<file path="src/gsa_pkg.sv">
// Shared constants, codes and beat types of the gradient scatter-add core.
package gsa_pkg;

  // Table geometry and number format
  localparam int MAX_ROWS    = 1024;
  localparam int MAX_COLS    = 64;
  localparam int VALUE_WIDTH = 32;
  localparam int ENTRY_COUNT = MAX_ROWS * MAX_COLS;
  localparam int ADDR_W      = $clog2(ENTRY_COUNT);

  // Port field widths
  localparam int DATA_W    = 32;
  localparam int KIND_W    = 2;
  localparam int COL_W     = 6;
  localparam int STATUS_W  = 2;
  localparam int CFG_IDX_W = 2;
  localparam int CFG_W     = 11;

  // Configuration register widths
  localparam int PAD_ROW_W = 10;
  localparam int ROWS_W    = 11;
  localparam int COLS_W    = 7;

  // Clear generation tag kept with every table entry
  localparam int EPOCH_W = 8;

  // Queue sizes
  localparam int CMDQ_DEPTH = 4;
  localparam int CMDQ_PTR_W = $clog2(CMDQ_DEPTH);
  localparam int RESQ_DEPTH = 4;
  localparam int RESQ_PTR_W = $clog2(RESQ_DEPTH);

  typedef enum logic [KIND_W-1:0] {
    KIND_CLEAR = 2'd0,
    KIND_ACC   = 2'd1,
    KIND_READ  = 2'd2
  } kind_e;

  typedef enum logic [CFG_IDX_W-1:0] {
    CFG_PAD_EN    = 2'd0,
    CFG_PAD_ROW   = 2'd1,
    CFG_ROW_COUNT = 2'd2,
    CFG_ROW_WIDTH = 2'd3
  } cfg_idx_e;

  typedef enum logic [STATUS_W-1:0] {
    STAT_OK  = 2'd0,
    STAT_PAD = 2'd1,
    STAT_ROW = 2'd2,
    STAT_COL = 2'd3
  } status_e;

  // Operation handed from front to back
  typedef enum logic [1:0] {
    OP_CLEAR,
    OP_ACC,
    OP_READ,
    OP_DONE
  } op_e;

  typedef enum logic {
    BK_SWEEP,
    BK_RUN
  } bk_state_e;

  typedef struct packed {
    op_e                      op;
    status_e                  status;
    logic [ADDR_W-1:0]        addr;
    logic signed [DATA_W-1:0] grad;
  } cmd_t;

  typedef struct packed {
    logic [DATA_W-1:0] value;
    status_e           status;
    logic              saturated;
  } res_t;

endpackage

</file>
<file path="src/gsa_cmd_queue.sv">
// Command queue that decouples the front end from the table back end.
module gsa_cmd_queue (
  input  logic          clk_i,
  input  logic          rst_ni,
  input  logic          push_i,
  input  gsa_pkg::cmd_t data_i,
  output logic          full_o,
  input  logic          pop_i,
  output gsa_pkg::cmd_t data_o,
  output logic          empty_o
);
  import gsa_pkg::*;

  cmd_t                  slot_q [CMDQ_DEPTH];
  logic [CMDQ_PTR_W-1:0] wr_ptr_q, wr_ptr_d;
  logic [CMDQ_PTR_W-1:0] rd_ptr_q, rd_ptr_d;
  logic [CMDQ_PTR_W:0]   cnt_q, cnt_d;

  // Pointer and fill count update
  always_comb begin
    wr_ptr_d = wr_ptr_q;
    rd_ptr_d = rd_ptr_q;
    cnt_d    = cnt_q;
    if (push_i) begin
      wr_ptr_d = wr_ptr_q + 1'b1;
    end
    if (pop_i) begin
      rd_ptr_d = rd_ptr_q + 1'b1;
    end
    if (push_i && !pop_i) begin
      cnt_d = cnt_q + 1'b1;
    end else if (!push_i && pop_i) begin
      cnt_d = cnt_q - 1'b1;
    end
  end

  always_ff @(posedge clk_i or negedge rst_ni) begin
    if (!rst_ni) begin
      wr_ptr_q <= '0;
      rd_ptr_q <= '0;
      cnt_q    <= '0;
    end else begin
      wr_ptr_q <= wr_ptr_d;
      rd_ptr_q <= rd_ptr_d;
      cnt_q    <= cnt_d;
    end
  end

  // Storage
  always_ff @(posedge clk_i) begin
    if (push_i) begin
      slot_q[wr_ptr_q] <= data_i;
    end
  end

  assign data_o  = slot_q[rd_ptr_q];
  assign empty_o = (cnt_q == '0);
  assign full_o  = (cnt_q == (CMDQ_PTR_W+1)'(CMDQ_DEPTH));

`ifndef SYNTHESIS
  a_no_pop_empty: assert property (@(posedge clk_i) disable iff (!rst_ni)
    pop_i |-> !empty_o)
    else $error("command queue popped while empty");

  a_cnt_bound: assert property (@(posedge clk_i) disable iff (!rst_ni)
    push_i && full_o && !pop_i |=> 1'b0)
    else $error("command queue written while full");
`endif

endmodule

</file>
<file path="config.mk">
export PLATFORM = sky130hd
export DESIGN_NAME = gsa_cmd_queue
export DESIGN_NICKNAME = d
export VERILOG_FILES = /design/src/gsa_pkg.sv /design/src/gsa_cmd_queue.sv
export SDC_FILE = /design/constraint.sdc
export NUM_CORES = 1
export LEC_CHECK = 0
export ABC_AREA = 1
export ABC_CLOCK_PERIOD_IN_PS = 2300
export BUFFER_PORTS_ARGS = -buffer_cell sky130_fd_sc_hd__buf_2
export CAP_MARGIN = 20
export CORE_MARGIN = 3
export CORE_UTILIZATION = 45
export DETAILED_ROUTE_END_ITERATION = 8
export GPL_TIMING_DRIVEN = 1
export PLACE_DENSITY = 0.72
export SYNTH_ARGS = -nofsm -noshare
export SYNTH_HDL_FRONTEND = slang
export SYNTH_SLANG_ARGS = --single-unit
export TNS_END_PERCENT = 1
</file>
<file path="constraint.sdc">
create_clock -name clk_i -period 2.3 [get_ports clk_i]
set_input_delay 0.23 -clock clk_i [delete_from_list [all_inputs] [get_ports clk_i]]
set_output_delay 0.23 -clock clk_i [all_outputs]
set_load 0.05 [all_outputs]
</file>
==> out/metrics.csv, run 1 <==
metric;value;unit
rr_worst_depth;5;
synth.top_cell.area_share;72.5;%
syn_area;8610;um2
grtUsageTotal;16.1;%
whs;0.0390;ns
numCtsBuffers;22;
p_sw_share;43.1;%
max_freq;0.453;GHz
via_count;5264;
timing_hold_violations_final;0;
min-delay-start;push_i;
synth_top_area_cell;edfxtp_1;
first_iter_violations;228;
min_period;2.21;ns
peakVddDrop;0.965;mV
synth.distinct_cells;17;
fill_cells;1464;
p_total;15.4;mW
clock_path_buffers;3;
share_comb_of_total_power;42.7;%
switchingPower;6.65;mW
whs_path_depth;2;
core-area;18400;um2
seqPwrFrac;35.5;%
powerDensity;1440;nW/um2
n_antenna_cell;0;
htreeDepth;1;
hold_class;primary input to flop;
final_nets;884;
worstReg2RegStart;wr_ptr_q[1];
syn_nets;716;
wl_per_cell;15.7;um
cts_num_sinks;215;
grt_overflow;0;
cap_violations;0;
worstHoldEndpoint;wr_ptr_q[0];
pwr-share-clk;21.8;%
clkSlewWorstSetupHoldPaths;0.06;ns
clkLatencyLatePin;0.50;ns
setup_slack;0.0927;ns
grt_pass1_vias;5231;
cp_max_fo;34;
fin_cells;1066;
antenna_found_initial;0;
grt_pass1_wl;26.5;mm
rr_endpoint;slot_q[1][36];
drc;0;
status;complete, no violations;
place_inst;973;
ys_seq_elements;215;
die_area;20800;um2
dp_hpwl;10.1;mm
place_ws;0.539;ns
slew_headroom;68.0;%
grt_max_degree;66;
critPathKind;flop to output pin;
intPower;8.77;mW
die_h;144;um
finalMaxSlewViolations;0;
synth_cells;654;
finalClockSkew;0.0245;ns
register_area;6430;um2
viasPerCell;4.94;
period_share;96.0;%
syn2layout_area_growth;24.2;%
dr.pass1.iters;4;
setup_viol;0;
io_pins;110;
cts_setup_buffers;0;
end_kind;output pin;
reg2reg_slack;0.69;ns
drive_gt1_share;19.1;%
fp-row-count;49;
yosysSeqAreaShare;74.6;%
final_antenna_net_count;0;
cp-start-kind;flop;
grt_setup_unrepaired;true;
cp.arrival;1.98;ns
yosys_warnings;0;
syn_area_per_cell;13.2;um2
gp_congestion;0.710;
wl;16.7;mm
finalSetupTns;0;ns
multi_input_area;1560;um2
die_w;144;um
root_buffer;clkbuf_16;
port_buffers;109;
placed_area;9440;um2
cts_tree;built;
synthTopCellsByArea;edfxtp_1, o211ai_1, nand2_1, inv_1, dfrtp_1;
initial_utilization;46.8;%
crit_required;2.07;ns
fin_util;58.1;%
worstMarginPinSlew;0.480;ns
design_area;10700;um2
p_leak;4.34;nW
-- power by group through the flow --
stage / logic, mW / registers, mW / clock network (mW)
finish: 6.59 / 5.47 / 3.36
global route: 7.14 / 5.55 / 3.61
CTS: 6.63 / 5.47 / 3.46
detailed placement: 6.54 / 5.55 / 0
global placement: 6.46 / 5.52 / 0
floorplan: 5.06 / 5.38 / 0
-- worst max-delay path: stages (launching register included) --
cell	delay [ns]
dfrtp_4	0.61
inv_2	0.13
buf_12	0.22
o211ai_1	0.14
nand2_1	0.10
buf_2	0.27
-- how the worst max path moves through the flow --
stage | startpoint | end | slack [ns]
detailed placement | rd_ptr_q[1] | data_o[48] | 0.54
global placement | rd_ptr_q[1] | data_o[6] | 0.56
floorplan | wr_ptr_q[0] | slot_q[2][0] | 0.21
CTS | rd_ptr_q[1] | data_o[15] | 0.005
finish | rd_ptr_q[1] | data_o[41] | 0.09
global route | rd_ptr_q[1] | data_o[40] | -0.00006
-- cell usage after synthesis --
cell type and number:
o211ai_1 104, edfxtp_1 208, nand4_1 1, dfrtp_1 7
buf_4 8, buf_2 26, fa_1 1, inv_1 115
xor2_1 3, inv_2 1, nand2_1 169, nand3_1 1
nor3_1 2, ha_1 5, o21ai_1 1, xnor2_1 1
clkbuf_1 1
-- area by class of cell --
type	count	area share (%)
sequential	215	60.1
multi-input combinational	288	14.6
timing repair buffer	179	12.1
clock buffer	26	5.29
inverter	116	4.07
tap	229	2.68
clock inverter	13	1.16
-- sequential cells by signal, indices dropped and copies added, names as in the netlist --
register  flops
rd_ptr_q      2
slot_q      208
cnt_q         3
wr_ptr_q      2
-- per-layer routing --
metal / routed length, um / global-route usage (%) / vias up
met5: 0 / 0 / -
met4: 304 / 3.53 / 0
met3: 729 / 3.04 / 20
met2: 8290 / 28.3 / 123
met1: 7430 / 21.0 / 2520
li1: - / - / 2601
-- repair_timing --
item / CTS / global route
resized for setup: 1 / 7
endpoints found under the setup margin: 3 / 21
hold buffers: 54 / 0
hold endpoints to repair: 217 / 0
-- cells in the final DEF (no fill, tap or decap), types with 3 or more instances in the layout --
master	Yosys	routed
buf_6	0	3
edfxtp_1	208	208
nand2_1	169	169
xor2_1	3	3
dlygate4sd3_1	0	54
buf_12	0	5
buf_2	26	105
clkbuf_4	0	4
inv_1	115	111
clkbuf_16	0	22
o211ai_1	104	104
ha_1	5	5
buf_4	8	8
dfrtp_1	7	5
clkinv_1	0	7
inv_2	1	5
clkbuf_1	1	4
-- kinds of logic (layout without fill, tap and decap cells) --
| family | Yosys count | count (layout) | share of synthesized area (%) |
|---|---|---|---|
| DFF | 215 | 215 | 74.6 |
| adders and majority gates | 6 | 6 | 0.959 |
| and+or+nand+nor | 173 | 173 | 7.62 |
| xor gates and xnor gates | 4 | 4 | 0.407 |
| AOI/OAI and AO/OA | 105 | 105 | 9.13 |
| buffers and inverters | 151 | 334 | 7.31 |
No activity file was read; power rests on OpenSTA's default activity.
==> inputs of run 2 (changes only) <==
BUFFER_PORTS_ARGS = not set   (was -buffer_cell sky130_fd_sc_hd__buf_2)
DONT_BUFFER_PORTS = 1   (was not set)
PLACE_DENSITY = 0.67   (was 0.72)
==> out/metrics.csv, run 2 (synthesized netlist as in run 1, its figures left out) <==
metric;value;unit;change
status;complete, no violations;;unchanged
fill_cells;1364;;was 1464
gp_congestion;0.720;;was 0.710
critPathKind;flop to output pin;;unchanged
core-area;18400;um2;unchanged
rr_endpoint;slot_q[3][4];;was slot_q[1][36]
place_inst;919;;was 973
final_nets;833;;was 884
cp.arrival;1.91;ns;was 1.98 ns
place_ws;0.547;ns;was 0.539 ns
finalClockSkew;0.00642;ns;was 0.0245 ns
port_buffers;0;;was 109
whs;0.0359;ns;was 0.0390 ns
crit_family;flip-flops;;was buffers and inverters
cts_tree;built;;unchanged
cp-start-kind;flop;;unchanged
die_w;144;um;unchanged
path_buf_inv;2;;was 3
min_period;2.14;ns;was 2.21 ns
period_share;93.0;%;was 96.0%
clock_path_buffers;3;;unchanged
dr.pass1.iters;4;;unchanged
first_iter_violations;240;;was 228
worstMarginPinSlew;0.490;ns;was 0.480 ns
multi_input_area;1560;um2;unchanged
min-delay-start;push_i;;unchanged
rr_worst_depth;4;;was 5
p_leak;4.47;nW;was 4.34 nW
setup_viol;0;;unchanged
regMostFlops;slot_q;;unchanged
grtUsageTotal;17.1;%;was 16.1%
grt_overflow;0;;unchanged
via_count;5192;;was 5264
wl_per_cell;17.4;um;was 15.7 um
numCtsBuffers;23;;was 22
grt_max_degree;61;;was 66
worstHoldEndpoint;cnt_q[0];;was wr_ptr_q[0]
fin_cells;1015;;was 1066
worstReg2RegStart;wr_ptr_q[0];;was wr_ptr_q[1]
grt_setup_unrepaired;false;;was true
htreeDepth;1;;unchanged
setup_slack;0.161;ns;was 0.0927 ns
grt_pass1_wl;28.1;mm;was 26.5 mm
reg2reg_slack;0.75;ns;was 0.69 ns
p_total;18.3;mW;was 15.4 mW
viasPerCell;5.12;;was 4.94
syn2layout_area_growth;31.5;%;was 24.2%
cp_max_fo;60;;was 34
die_h;144;um;unchanged
max_stage_delay;0.60;ns;was 0.61 ns
crit_required;2.07;ns;about the same
layout_commonest_cell;edfxtp_1;;unchanged
drive_gt1_share;14.1;%;was 19.1%
die_area;20800;um2;unchanged
wl;17.6;mm;was 16.7 mm
end_kind;output pin;;unchanged
io_pins;110;;unchanged
design_area;11300;um2;was 10700 um2
finalMaxSlewViolations;0;;unchanged
cap_violations;0;;unchanged
path_cells;buf_12 > nand2_1 > o211ai_1 > nand2_1 > buf_12;;was inv_2 > buf_12 > o211ai_1 > nand2_1 > buf_2
whs_path_depth;2;;unchanged
antenna_found_initial;2;;was 0
clkLatencyLatePin;0.49;ns;was 0.50 ns
layout_common_cells;edfxtp_1, nand2_1, inv_1;;unchanged
peakVddDrop;1.33;mV;was 0.965 mV
max_freq;0.468;GHz;was 0.453 GHz
largest_reg_flops;208;;unchanged
final_antenna_net_count;0;;unchanged
placed_area;10000;um2;was 9440 um2
slew_headroom;67.3;%;was 68.0%
dp_hpwl;10.3;mm;was 10.1 mm
finalSetupTns;0;ns;unchanged
register_area;6430;um2;about the same
clkSlewWorstSetupHoldPaths;0.06;ns;about the same
initial_utilization;46.8;%;unchanged
top_regs;slot_q x208, cnt_q x3;;unchanged
fin_util;61.6;%;was 58.1%
hold_class;primary input to flop;;unchanged
root_buffer;clkbuf_16;;unchanged
grt_pass1_vias;5417;;was 5231
slowest_stage;dfrtp_4;;unchanged
timing_hold_violations_final;0;;unchanged
fp-row-count;49;;unchanged
powerDensity;1620;nW/um2;was 1440 nW/um2
cts_num_sinks;215;;unchanged
drc;0;;unchanged
==> run 2: changes by cell type in the layout (fill, tap and decap cells not counted), sizes merged <==
cell / before / now
clkinv: 10 / 9
dlygate4sd3: 54 / 55
bufinv: 2 / 4
clkbuf: 30 / 25
buf: 121 / 72
diode: 0 / 1
==> run 2: worst max-delay path by stage <==
| stage | end | cells after the start | start | slack [ns] |
|---|---|---|---|---|
| 6_report | data_o[16] | 5 | rd_ptr_q[0] | 0.16 |
| 5_1_grt | data_o[16] | 5 | rd_ptr_q[0] | 0.05 |
| 4_1_cts | data_o[49] | 5 | rd_ptr_q[0] | 0.005 |
| 3_5_place_dp | data_o[1] | 5 | rd_ptr_q[0] | 0.55 |
| 3_3_place_gp | data_o[40] | 4 | rd_ptr_q[0] | 0.60 |
| 2_1_floorplan | slot_q[2][0] | 4 | wr_ptr_q[0] | 0.21 |
==> run 2: layout make-up <==
type | count | share of cell area [%]
Inverter | 116 | 3.84
Sequential cell | 215 | 56.7
Antenna cell | 1 | 0.0221
Multi-Input combinational cell | 288 | 13.8
Clock buffer | 25 | 5.15
Timing Repair Buffer | 127 | 16.5
Tap cell | 229 | 2.53
Clock inverter | 14 | 1.47
==> run 2: what timing repair did <==
| item | 4_1_cts | 5_1_grt |
|---|---|---|
| setup endpoints to repair | 0 | 32 |
| gates resized for setup | 0 | 2 |
| buffers inserted | 0 | 1 |
| hold endpoints to repair | 219 | 0 |
| hold buffers | 55 | 0 |
==> run 2: report_power, final <==
group	leakage [nW]	switching, mW	total, mW	internal [mW]
logic	2.11	5.48	9.29	3.81
clock network	0.366	1.38	3.64	2.26
registers	1.99	0.280	5.41	5.13
total	4.47	7.14	18.3	11.2
==> run 2: per-layer routing <==
layer / vias up / track usage [%] / routed length [um]
met5: - / 0 / 7
li1: 2501 / - / -
met4: 2 / 4.81 / 393
met2: 135 / 30.3 / 9160
met1: 2522 / 21.4 / 7040
met3: 32 / 3.51 / 1020
