## src/gsa_pkg.sv

```systemverilog
// Shared constants, codes and beat types of the gradient scatter-add core.
package gsa_pkg;

  // Table geometry and number format
  localparam int MAX_ROWS    = 1024;
  localparam int MAX_COLS    = 64;
  localparam int VALUE_WIDTH = 32;
  localparam int ENTRY_COUNT = MAX_ROWS * MAX_COLS;
  localparam int ADDR_W      = $clog2(ENTRY_COUNT);

  // Port field widths
  localparam int DATA_W    = 32;
  localparam int KIND_W    = 2;
  localparam int COL_W     = 6;
  localparam int STATUS_W  = 2;
  localparam int CFG_IDX_W = 2;
  localparam int CFG_W     = 11;

  // Configuration register widths
  localparam int PAD_ROW_W = 10;
  localparam int ROWS_W    = 11;
  localparam int COLS_W    = 7;

  // Clear generation tag kept with every table entry
  localparam int EPOCH_W = 8;

  // Queue sizes
  localparam int CMDQ_DEPTH = 4;
  localparam int CMDQ_PTR_W = $clog2(CMDQ_DEPTH);
  localparam int RESQ_DEPTH = 4;
  localparam int RESQ_PTR_W = $clog2(RESQ_DEPTH);

  typedef enum logic [KIND_W-1:0] {
    KIND_CLEAR = 2'd0,
    KIND_ACC   = 2'd1,
    KIND_READ  = 2'd2
  } kind_e;

  typedef enum logic [CFG_IDX_W-1:0] {
    CFG_PAD_EN    = 2'd0,
    CFG_PAD_ROW   = 2'd1,
    CFG_ROW_COUNT = 2'd2,
    CFG_ROW_WIDTH = 2'd3
  } cfg_idx_e;

  typedef enum logic [STATUS_W-1:0] {
    STAT_OK  = 2'd0,
    STAT_PAD = 2'd1,
    STAT_ROW = 2'd2,
    STAT_COL = 2'd3
  } status_e;

  // Operation handed from front to back
  typedef enum logic [1:0] {
    OP_CLEAR,
    OP_ACC,
    OP_READ,
    OP_DONE
  } op_e;

  typedef enum logic {
    BK_SWEEP,
    BK_RUN
  } bk_state_e;

  typedef struct packed {
    op_e                      op;
    status_e                  status;
    logic [ADDR_W-1:0]        addr;
    logic signed [DATA_W-1:0] grad;
  } cmd_t;

  typedef struct packed {
    logic [DATA_W-1:0] value;
    status_e           status;
    logic              saturated;
  } res_t;

endpackage

```

## src/gsa_front.sv

```systemverilog
// Front end: configuration registers, input range checks and command build.
module gsa_front (
  input  logic                             clk_i,
  input  logic                             rst_ni,
  input  logic                             push_i,
  output logic                             full_o,
  input  logic [gsa_pkg::KIND_W-1:0]       kind_i,
  input  logic signed [gsa_pkg::DATA_W-1:0] row_id_i,
  input  logic [gsa_pkg::COL_W-1:0]        col_i,
  input  logic signed [gsa_pkg::DATA_W-1:0] grad_value_i,
  input  logic                             cfg_we_i,
  input  logic [gsa_pkg::CFG_IDX_W-1:0]    cfg_idx_i,
  input  logic [gsa_pkg::CFG_W-1:0]        cfg_wdata_i,
  input  logic                             q_full_i,
  input  logic                             busy_i,
  output logic                             q_push_o,
  output gsa_pkg::cmd_t                    q_cmd_o
);
  import gsa_pkg::*;

  logic                 pad_en_q;
  logic [PAD_ROW_W-1:0] pad_row_q;
  logic [ROWS_W-1:0]    row_count_q;
  logic [COLS_W-1:0]    row_width_q;

  logic [ROWS_W-1:0]    rows_eff;
  logic [COLS_W-1:0]    cols_eff;
  logic                 row_out;
  logic                 col_out;
  logic                 pad_hit;
  logic [ADDR_W-1:0]    addr;

  // Configuration registers
  always_ff @(posedge clk_i or negedge rst_ni) begin
    if (!rst_ni) begin
      pad_en_q    <= 1'b0;
      pad_row_q   <= '0;
      row_count_q <= ROWS_W'(MAX_ROWS);
      row_width_q <= COLS_W'(MAX_COLS);
    end else if (cfg_we_i) begin
      case (cfg_idx_e'(cfg_idx_i))
        CFG_PAD_EN:    pad_en_q    <= cfg_wdata_i[0];
        CFG_PAD_ROW:   pad_row_q   <= cfg_wdata_i[PAD_ROW_W-1:0];
        CFG_ROW_COUNT: row_count_q <= cfg_wdata_i[ROWS_W-1:0];
        CFG_ROW_WIDTH: row_width_q <= cfg_wdata_i[COLS_W-1:0];
        default: ;
      endcase
    end
  end

  // Limits clamp to the table size
  assign rows_eff = (row_count_q > ROWS_W'(MAX_ROWS)) ? ROWS_W'(MAX_ROWS) : row_count_q;
  assign cols_eff = (row_width_q > COLS_W'(MAX_COLS)) ? COLS_W'(MAX_COLS) : row_width_q;

  // Range checks; negative ids have the top bits set
  assign row_out = (row_id_i[DATA_W-1:ROWS_W] != '0) ||
                   (row_id_i[ROWS_W-1:0] >= rows_eff);
  assign col_out = ({1'b0, col_i} >= cols_eff);
  assign pad_hit = (kind_i == KIND_ACC) && pad_en_q &&
                   (row_id_i[DATA_W-1:PAD_ROW_W] == '0) &&
                   (row_id_i[PAD_ROW_W-1:0] == pad_row_q);

  // Flat entry address: row times row pitch plus column
  assign addr = ADDR_W'(row_id_i[ROWS_W-1:0]) * ADDR_W'(MAX_COLS) + ADDR_W'(col_i);

  // Classify the beat
  always_comb begin
    q_cmd_o.op     = OP_READ;
    q_cmd_o.status = STAT_OK;
    q_cmd_o.addr   = addr;
    q_cmd_o.grad   = grad_value_i;
    case (kind_e'(kind_i))
      KIND_CLEAR: q_cmd_o.op = OP_CLEAR;
      default: begin
        if (pad_hit) begin
          q_cmd_o.op     = OP_DONE;
          q_cmd_o.status = STAT_PAD;
        end else if (row_out) begin
          q_cmd_o.op     = OP_DONE;
          q_cmd_o.status = STAT_ROW;
        end else if (col_out) begin
          q_cmd_o.op     = OP_DONE;
          q_cmd_o.status = STAT_COL;
        end else if (kind_i == KIND_ACC) begin
          q_cmd_o.op = OP_ACC;
        end else begin
          q_cmd_o.op = OP_READ;
        end
      end
    endcase
  end

  // Input handshake
  assign full_o   = q_full_i | busy_i;
  assign q_push_o = push_i & ~full_o;

endmodule

```

## config.mk

```make
export PLATFORM = sky130hd
export DESIGN_NAME = gsa_front
export DESIGN_NICKNAME = d
export VERILOG_FILES = /design/src/gsa_pkg.sv /design/src/gsa_front.sv
export SDC_FILE = /design/constraint.sdc
export NUM_CORES = 1
export LEC_CHECK = 0
export BUFFER_PORTS_ARGS = -buffer_cell sky130_fd_sc_hd__buf_2
export CAP_MARGIN = 20
export CORE_MARGIN = 2
export CORE_UTILIZATION = 38
export DETAILED_ROUTE_END_ITERATION = 8
export PLACE_DENSITY = 0.75
export SYNTH_ARGS = -nofsm -noshare
export SYNTH_HDL_FRONTEND = slang
export SYNTH_SLANG_ARGS = --single-unit
export TNS_END_PERCENT = 20
```

## constraint.sdc

```tcl
create_clock -name clk_i -period 2.05 [get_ports clk_i]
set_input_delay 0.1025 -clock clk_i [delete_from_list [all_inputs] [get_ports clk_i]]
set_output_delay 0.1025 -clock clk_i [all_outputs]
set_load 0.02 [all_outputs]
```

==> run_results.csv, run 1 <==
group,metric,value,unit
setup_path,startpoint_type,"flop",
setup_path,r2r-start,"row_count_q[10]",
setup_path,crit_family,"flip-flops",
setup_path,r2r_end,"row_count_q[10]",
yosys,syn_avg_cell_area,10.4,sq um
grt,use_met1,18.8,%
yosys,synthCells,206,
layout,multiInputGateArea,0.00112,sq mm
layout,n_fill_cell,529,
floorplan,start_util,39.1,%
timing,whs,0.0496,ns
setup_path,cp.arrival,2.50,ns
hold_path,min-delay-start,"cfg_wdata_i[10]",
grt,use_met3,5.00,%
floorplan,die_w,79.0,um
placement,placed_cells,313,
grt,grt_antenna_before_repair,0,
layout,regArea,728,sq um
floorplan,die_h,79.0,um
timing,worst_pin_slew,0.677,ns
timing,fmax,0.384,GHz
clock_network,cts_buffer_depth,2,
clock_network,cts_tree,"built",
placement,place_area,0.00239,sq mm
setup_path,critPathBufInv,2,
yosys,ys.flop_type,"dfrtp_1",
yosys,ys_ff_latch,29,
hold_path,hold_path.class,"in -> reg",
route,drc,0,
yosys,synth_common_cells,"buf_4 (48), mux2_2 (29), dfrtp_1 (27), ha_1 (17)",
setup_path,crit_required,1.95,ns
layout,fin_area,0.00254,sq mm
route,first_pass_iters,4,
route,drt_wl_total,4540,um
grt,grt_usage,15.5,%
placement,routabilityCongestion,0.767,
yosys,syn-cell-area,0.00214,sq mm
route,vias_per_cell,5.01,
route,num_vias,1617,
hold_path,whs_endpoint,"row_count_q[10]",
timing,grt_setup_unrepaired,"yes",
grt,grt_pass1_vias,1664,
grt,grt_pass1_wl,7400,um
grt,met2_usage,25.8,%
floorplan,row_count,27,
clock_network,root_buffer,"clkbuf_8",
floorplan,core-area,0.00547,sq mm
timing,hold_viol_final,0,
pwr,p_leak,1.19,nW
grt,grt_overflow,0,
yosys,yosysUniqueCellTypes,33,
setup_path,critPathKind,"reg -> out",
clock_network,cts.sinks,29,
grt,busiest_layer,"met2",
hold_path,hold_depth,2,
timing,worst_slack,-0.556,ns
layout,syn2layout_area_growth,18.9,%
layout,fin_cells,323,
setup_path,endpoint_kind,"primary output",
route,ant_nets,0,
clock_network,clk_pin_slew,0.06,ns
layout,antenna_cells,0,
outcome,status,"complete, but fails checks",
layout,layout-drive-gt1-share,56.2,%
yosys,ys_top_cells_by_area,"dfrtp_1 (32%), buf_4 (17%), mux2_2 (15%), ha_1 (9.9%), dfstp_2 (2.5%)",
timing,relSlewSlack,54.7,%
placement,dp_hpwl,3590,um
yosys,yosysMostFrequentCell,"buf_4",
yosys,synth_top_area_share,31.6,%
floorplan,num_io_pins,145,
setup_path,path_cells,"clkinv_4 > nand2_4 > ha_4 > a21oi_2 > o21ai_1 > o211ai_1 > nand4b_4 > or3_4 > a21oi_4 > buf_6",
setup_path,regToRegSetupSlack,1.13,ns
timing,period_minus_slack,2.61,ns
yosys,synth_edf_count,0,
setup_path,slowest_delay,0.61,ns
timing,maxSlewViolCount,0,
outcome,violations,"setup timing",
yosys,ys_warn_count,0,
pwr,peakVddDrop,263,uV
run,cap_violations,0,
clock_network,worstSkewPairLatency,0.28,ns
timing,setup_viol,4,
floorplan,die-area,0.00625,sq mm
grt,grt_max_degree,30,
route,post_drt_wl_per_cell,14.1,um
clock_network,cts_made_buffers,5,
route,first_iter_violations,56,
yosys,yosys.area.top_type,"dfrtp_1",
layout,nets,358,
pwr,p_per_area,771,mW/mm^2
setup_path,slowest_stage,"dfstp_2",
layout,postLayoutCoreUtil,46.5,%
yosys,async_flop_share,100,%
clock_network,htree_levels,2,
yosys,syn_nets,314,
timing,fin_skew,0,ns
setup_path,cp_max_fo,5,
clock_network,cts_setup_buffers,0,
placement,port_buffers,80,
timing,fin_crit_sh,127,%
yosys,seq_area_frac_synth,34.0,%
setup_path,ff2ff_path_depth,2,
-- worst max path at each step --
stage          cells after the start           to            start
6_report                          10  q_cmd_o[48]  row_count_q[10]
3_3_place_gp                      10  q_cmd_o[48]  row_count_q[10]
2_1_floorplan                      9  q_cmd_o[48]  row_count_q[10]
4_1_cts                           10  q_cmd_o[48]  row_count_q[10]
3_5_place_dp                      10  q_cmd_o[48]  row_count_q[10]
5_1_grt                           10  q_cmd_o[48]  row_count_q[10]
-- cells in the final DEF, fill, tap and decap left out, drive strengths merged, types with 4 or more instances in the layout --
cell type,instances
a21oi,10
mux2,29
dfrtp,27
xnor2,6
clkbuf,7
xor2,4
nand4,5
nand2b,6
inv,5
ha,17
nor3,4
nor2,4
nor4,4
buf,85
nand2,10
-- power breakdown --
group | switching [mW] | total (mW) | internal, mW
registers | 0.0787 | 0.767 | 0.688
logic | 0.273 | 0.585 | 0.312
clock network | 0.213 | 0.609 | 0.396
-- sequential cells by signal, indices dropped and copies added, names as in the netlist --
register	flops
row_count_q	11
row_width_q	7
pad_row_q	10
pad_en_q	1
-- per-layer routing --
layer  vias up  share of wire [%]  wire length [um]
li1        763                  -                 -
met1       773                 42              1900
met2        72                 49              2220
met3         9                8.1               367
met4         0                1.2                54
met5         -                  0                 0
-- through the flow --
stage	TNS [ns]	worst slack, ns	total power, mW
2_1_floorplan	-0.110	-0.0905	1.25
3_3_place_gp	-0.403	-0.233	1.32
3_5_place_dp	-0.573	-0.266	1.34
4_1_cts	-1.84	-0.569	1.97
5_1_grt	-2.28	-0.673	2.09
6_report	-1.82	-0.556	1.96
-- what timing repair did --
item | 4_1_cts | 5_1_grt
resized for setup | 1 | 4
endpoints found under the hold margin | 27 | 0
hold buffers | 1 | 0
pin swaps | 2 | 1
gates cloned | 1 | 0
endpoints found under the setup margin | 4 | 4
-- kinds of logic (layout without fill, tap and decap cells) --
family	count (synthesis)	in the layout	share of synthesized area [%]
buffers and inverters	55	100	18.1
and+or+nand+nor	48	48	13.6
muxes	29	29	15.3
DFF	29	29	34.0
AOI/OAI and AO/OA	18	18	5.03
adders and majority gates	17	17	9.94
xor gates and xnor gates	10	10	4.09
-- layout make-up --
class	instances	share of cell area, %
Multi-Input combinational cell	122	44.2
Sequential cell	29	28.6
Timing Repair Buffer	86	17.9
Tap cell	72	3.54
Clock buffer	7	3.39
Clock inverter	1	1.18
Inverter	5	0.935
Timing Repair inverter	1	0.246
Power figures use the tool's default switching activity.
==> inputs of run 2 (changes only) <==
- CORE_MARGIN: 2 -> 1
==> run_results.csv, run 2 (synthesis gave the netlist of run 1 again) <==
group,metric,value,unit
floorplan,die_h,77.0,um
setup_path,endpoint_kind,"primary output",
layout,mostFrequentLayoutCell,"buf_2",
floorplan,num_io_pins,145,
clock_network,cts_made_buffers,5,
grt,met2_usage,28.0,%
hold_path,hold_depth,2,
pwr,power.total,1.87,mW
setup_path,critPathKind,"reg -> out",
timing,whs,0.0587,ns
outcome,violations,"setup timing",
pwr,peakVddDrop,448,uV
placement,routabilityCongestion,0.793,
layout,nets,357,
setup_path,startpoint_type,"flop",
setup_path,crit_required,1.95,ns
grt,use_met1,19.4,%
route,drt_wl_total,4550,um
layout,largest_reg_flops,11,
pwr,p_per_area,743,mW/mm^2
floorplan,start_util,40.6,%
timing,hold_viol_final,0,
layout,largest-register,"row_count_q",
floorplan,row_count,26,
route,num_vias,1607,
outcome,status,"complete, but fails checks",
grt,grt_usage,16.5,%
layout,reg_top3,"row_count_q: 11 flops, pad_row_q: 10 flops, row_width_q: 7 flops",
floorplan,core-area,0.00527,sq mm
grt,use_met3,5.12,%
route,ant_nets,0,
route,first_pass_iters,4,
setup_path,cp_max_fo,10,
clock_network,cts_buffer_depth,2,
grt,grt_pass1_wl,7510,um
run,cap_violations,0,
timing,worst_pin_slew,0.656,ns
route,vias_per_cell,5.02,
clock_network,worstSkewPairLatency,0.28,ns
placement,port_buffers,80,
placement,dp_hpwl,3610,um
setup_path,ff2ff_path_depth,2,
clock_network,clk_pin_slew,0.05,ns
layout,layout-drive-gt1-share,56.8,%
timing,fmax,0.385,GHz
layout,antenna_cells,0,
pwr,p_leak,1.18,nW
layout,postLayoutCoreUtil,47.9,%
clock_network,root_buffer,"clkbuf_8",
layout,n_fill_cell,509,
layout,layout_common_cells,"buf_2 (79), mux2_2 (29), dfrtp_1 (27), ha_1 (13), clkbuf_8 (7)",
timing,fin_setup_tns,-1.76,ns
timing,maxSlewViolCount,0,
layout,syn2layout_area_growth,17.9,%
route,post_drt_wl_per_cell,14.2,um
timing,setup_viol,4,
timing,fin_crit_sh,127,%
timing,worst_slack,-0.545,ns
timing,relSlewSlack,56.2,%
grt,grt_pass1_vias,1606,
grt,grt_max_degree,30,
grt,grt_overflow,0,
timing,period_minus_slack,2.60,ns
clock_network,htree_levels,2,
clock_network,cts.sinks,29,
grt,busiest_layer,"met2",
floorplan,die_w,77.0,um
route,first_iter_violations,65,
timing,fin_skew,0,ns
timing,grt_setup_unrepaired,"yes",
setup_path,cp.arrival,2.49,ns
route,drc,0,
hold_path,hold_path.class,"in -> reg",
grt,grt_antenna_before_repair,0,
clock_network,cts_tree,"built",
floorplan,die-area,0.00593,sq mm
run 2: cell count changes in the layout (fill, tap and decap cells not counted):
cell	change
inv_4	-1
nand2_1	-1
clkbuf_1	-1
clkbuf_8	+1
nand2_2	+1
bufinv_16	-1
clkinv_2	+1
run 2: layer usage:
layer / wire, um / vias up
met1: 1950 / 788
li1: - / 760
met3: 262 / 7
met5: 0 / -
met4: 71 / 0
met2: 2260 / 52
run 2: final timing paths:
| check | slack [ns] | endpoint | from |
|---|---|---|---|
| min in group asynchronous | 0.38 | row_count_q[9] | rst_ni |
| max in group asynchronous | 1.24 | pad_row_q[7] | rst_ni |
| worst max-delay path | -0.55 | q_cmd_o[48] | row_count_q[10] |
| worst max register to register | 1.20 | row_count_q[10] | row_count_q[10] |
| worst min-delay path | 0.06 | row_count_q[10] | cfg_wdata_i[10] |
| worst min register to register | 0.50 | row_count_q[0] | row_count_q[0] |
run 2: where the power goes:
part           total, mW  switching, mW  internal, mW
clock network      0.517          0.215         0.303
logic              0.595          0.277         0.317
registers          0.762         0.0745         0.688
run 2: timing repair:
| action | 4_1_cts | 5_1_grt |
|---|---|---|
| setup endpoints to repair | 4 | 4 |
| gates resized for setup | 5 | 0 |
| hold buffers | 1 | 0 |
| pin swaps | 1 | 1 |
| setup buffers | 1 | 0 |
| gates cloned | 0 | 0 |
| hold endpoints to repair | 27 | 0 |
run 2: final cells by class:
type | count | area, sq um | area share, %
tap | 70 | 87.6 | 3.47
inverter | 5 | 23.8 | 0.942
clock inverter | 1 | 5.00 | 0.198
sequential | 29 | 728 | 28.9
clock buffer | 7 | 96.3 | 3.82
timing repair buffer | 86 | 454 | 18.0
multi-input combinational | 122 | 1130 | 44.7
run 2: per-stage QoR:
step | worst slack (ns) | instances | area (sq um)
finish | -0.545 | 320 | 2520
floorplan | -0.0905 | 206 | 2230
global route | -0.657 | 320 | 2520
global placement | -0.236 | 310 | 2380
CTS | -0.551 | 320 | 2520
detailed placement | -0.278 | 310 | 2380
run 2: worst max-delay path, stage by stage, from the launching register on:
cell	delay [ns]
dfstp_2	0.56
clkinv_4	0.12
nand2_4	0.08
ha_4	0.20
a21oi_2	0.13
o21ai_1	0.08
o211ai_1	0.26
nand4b_4	0.14
or3_4	0.39
a21oi_4	0.13
buf_6	0.13
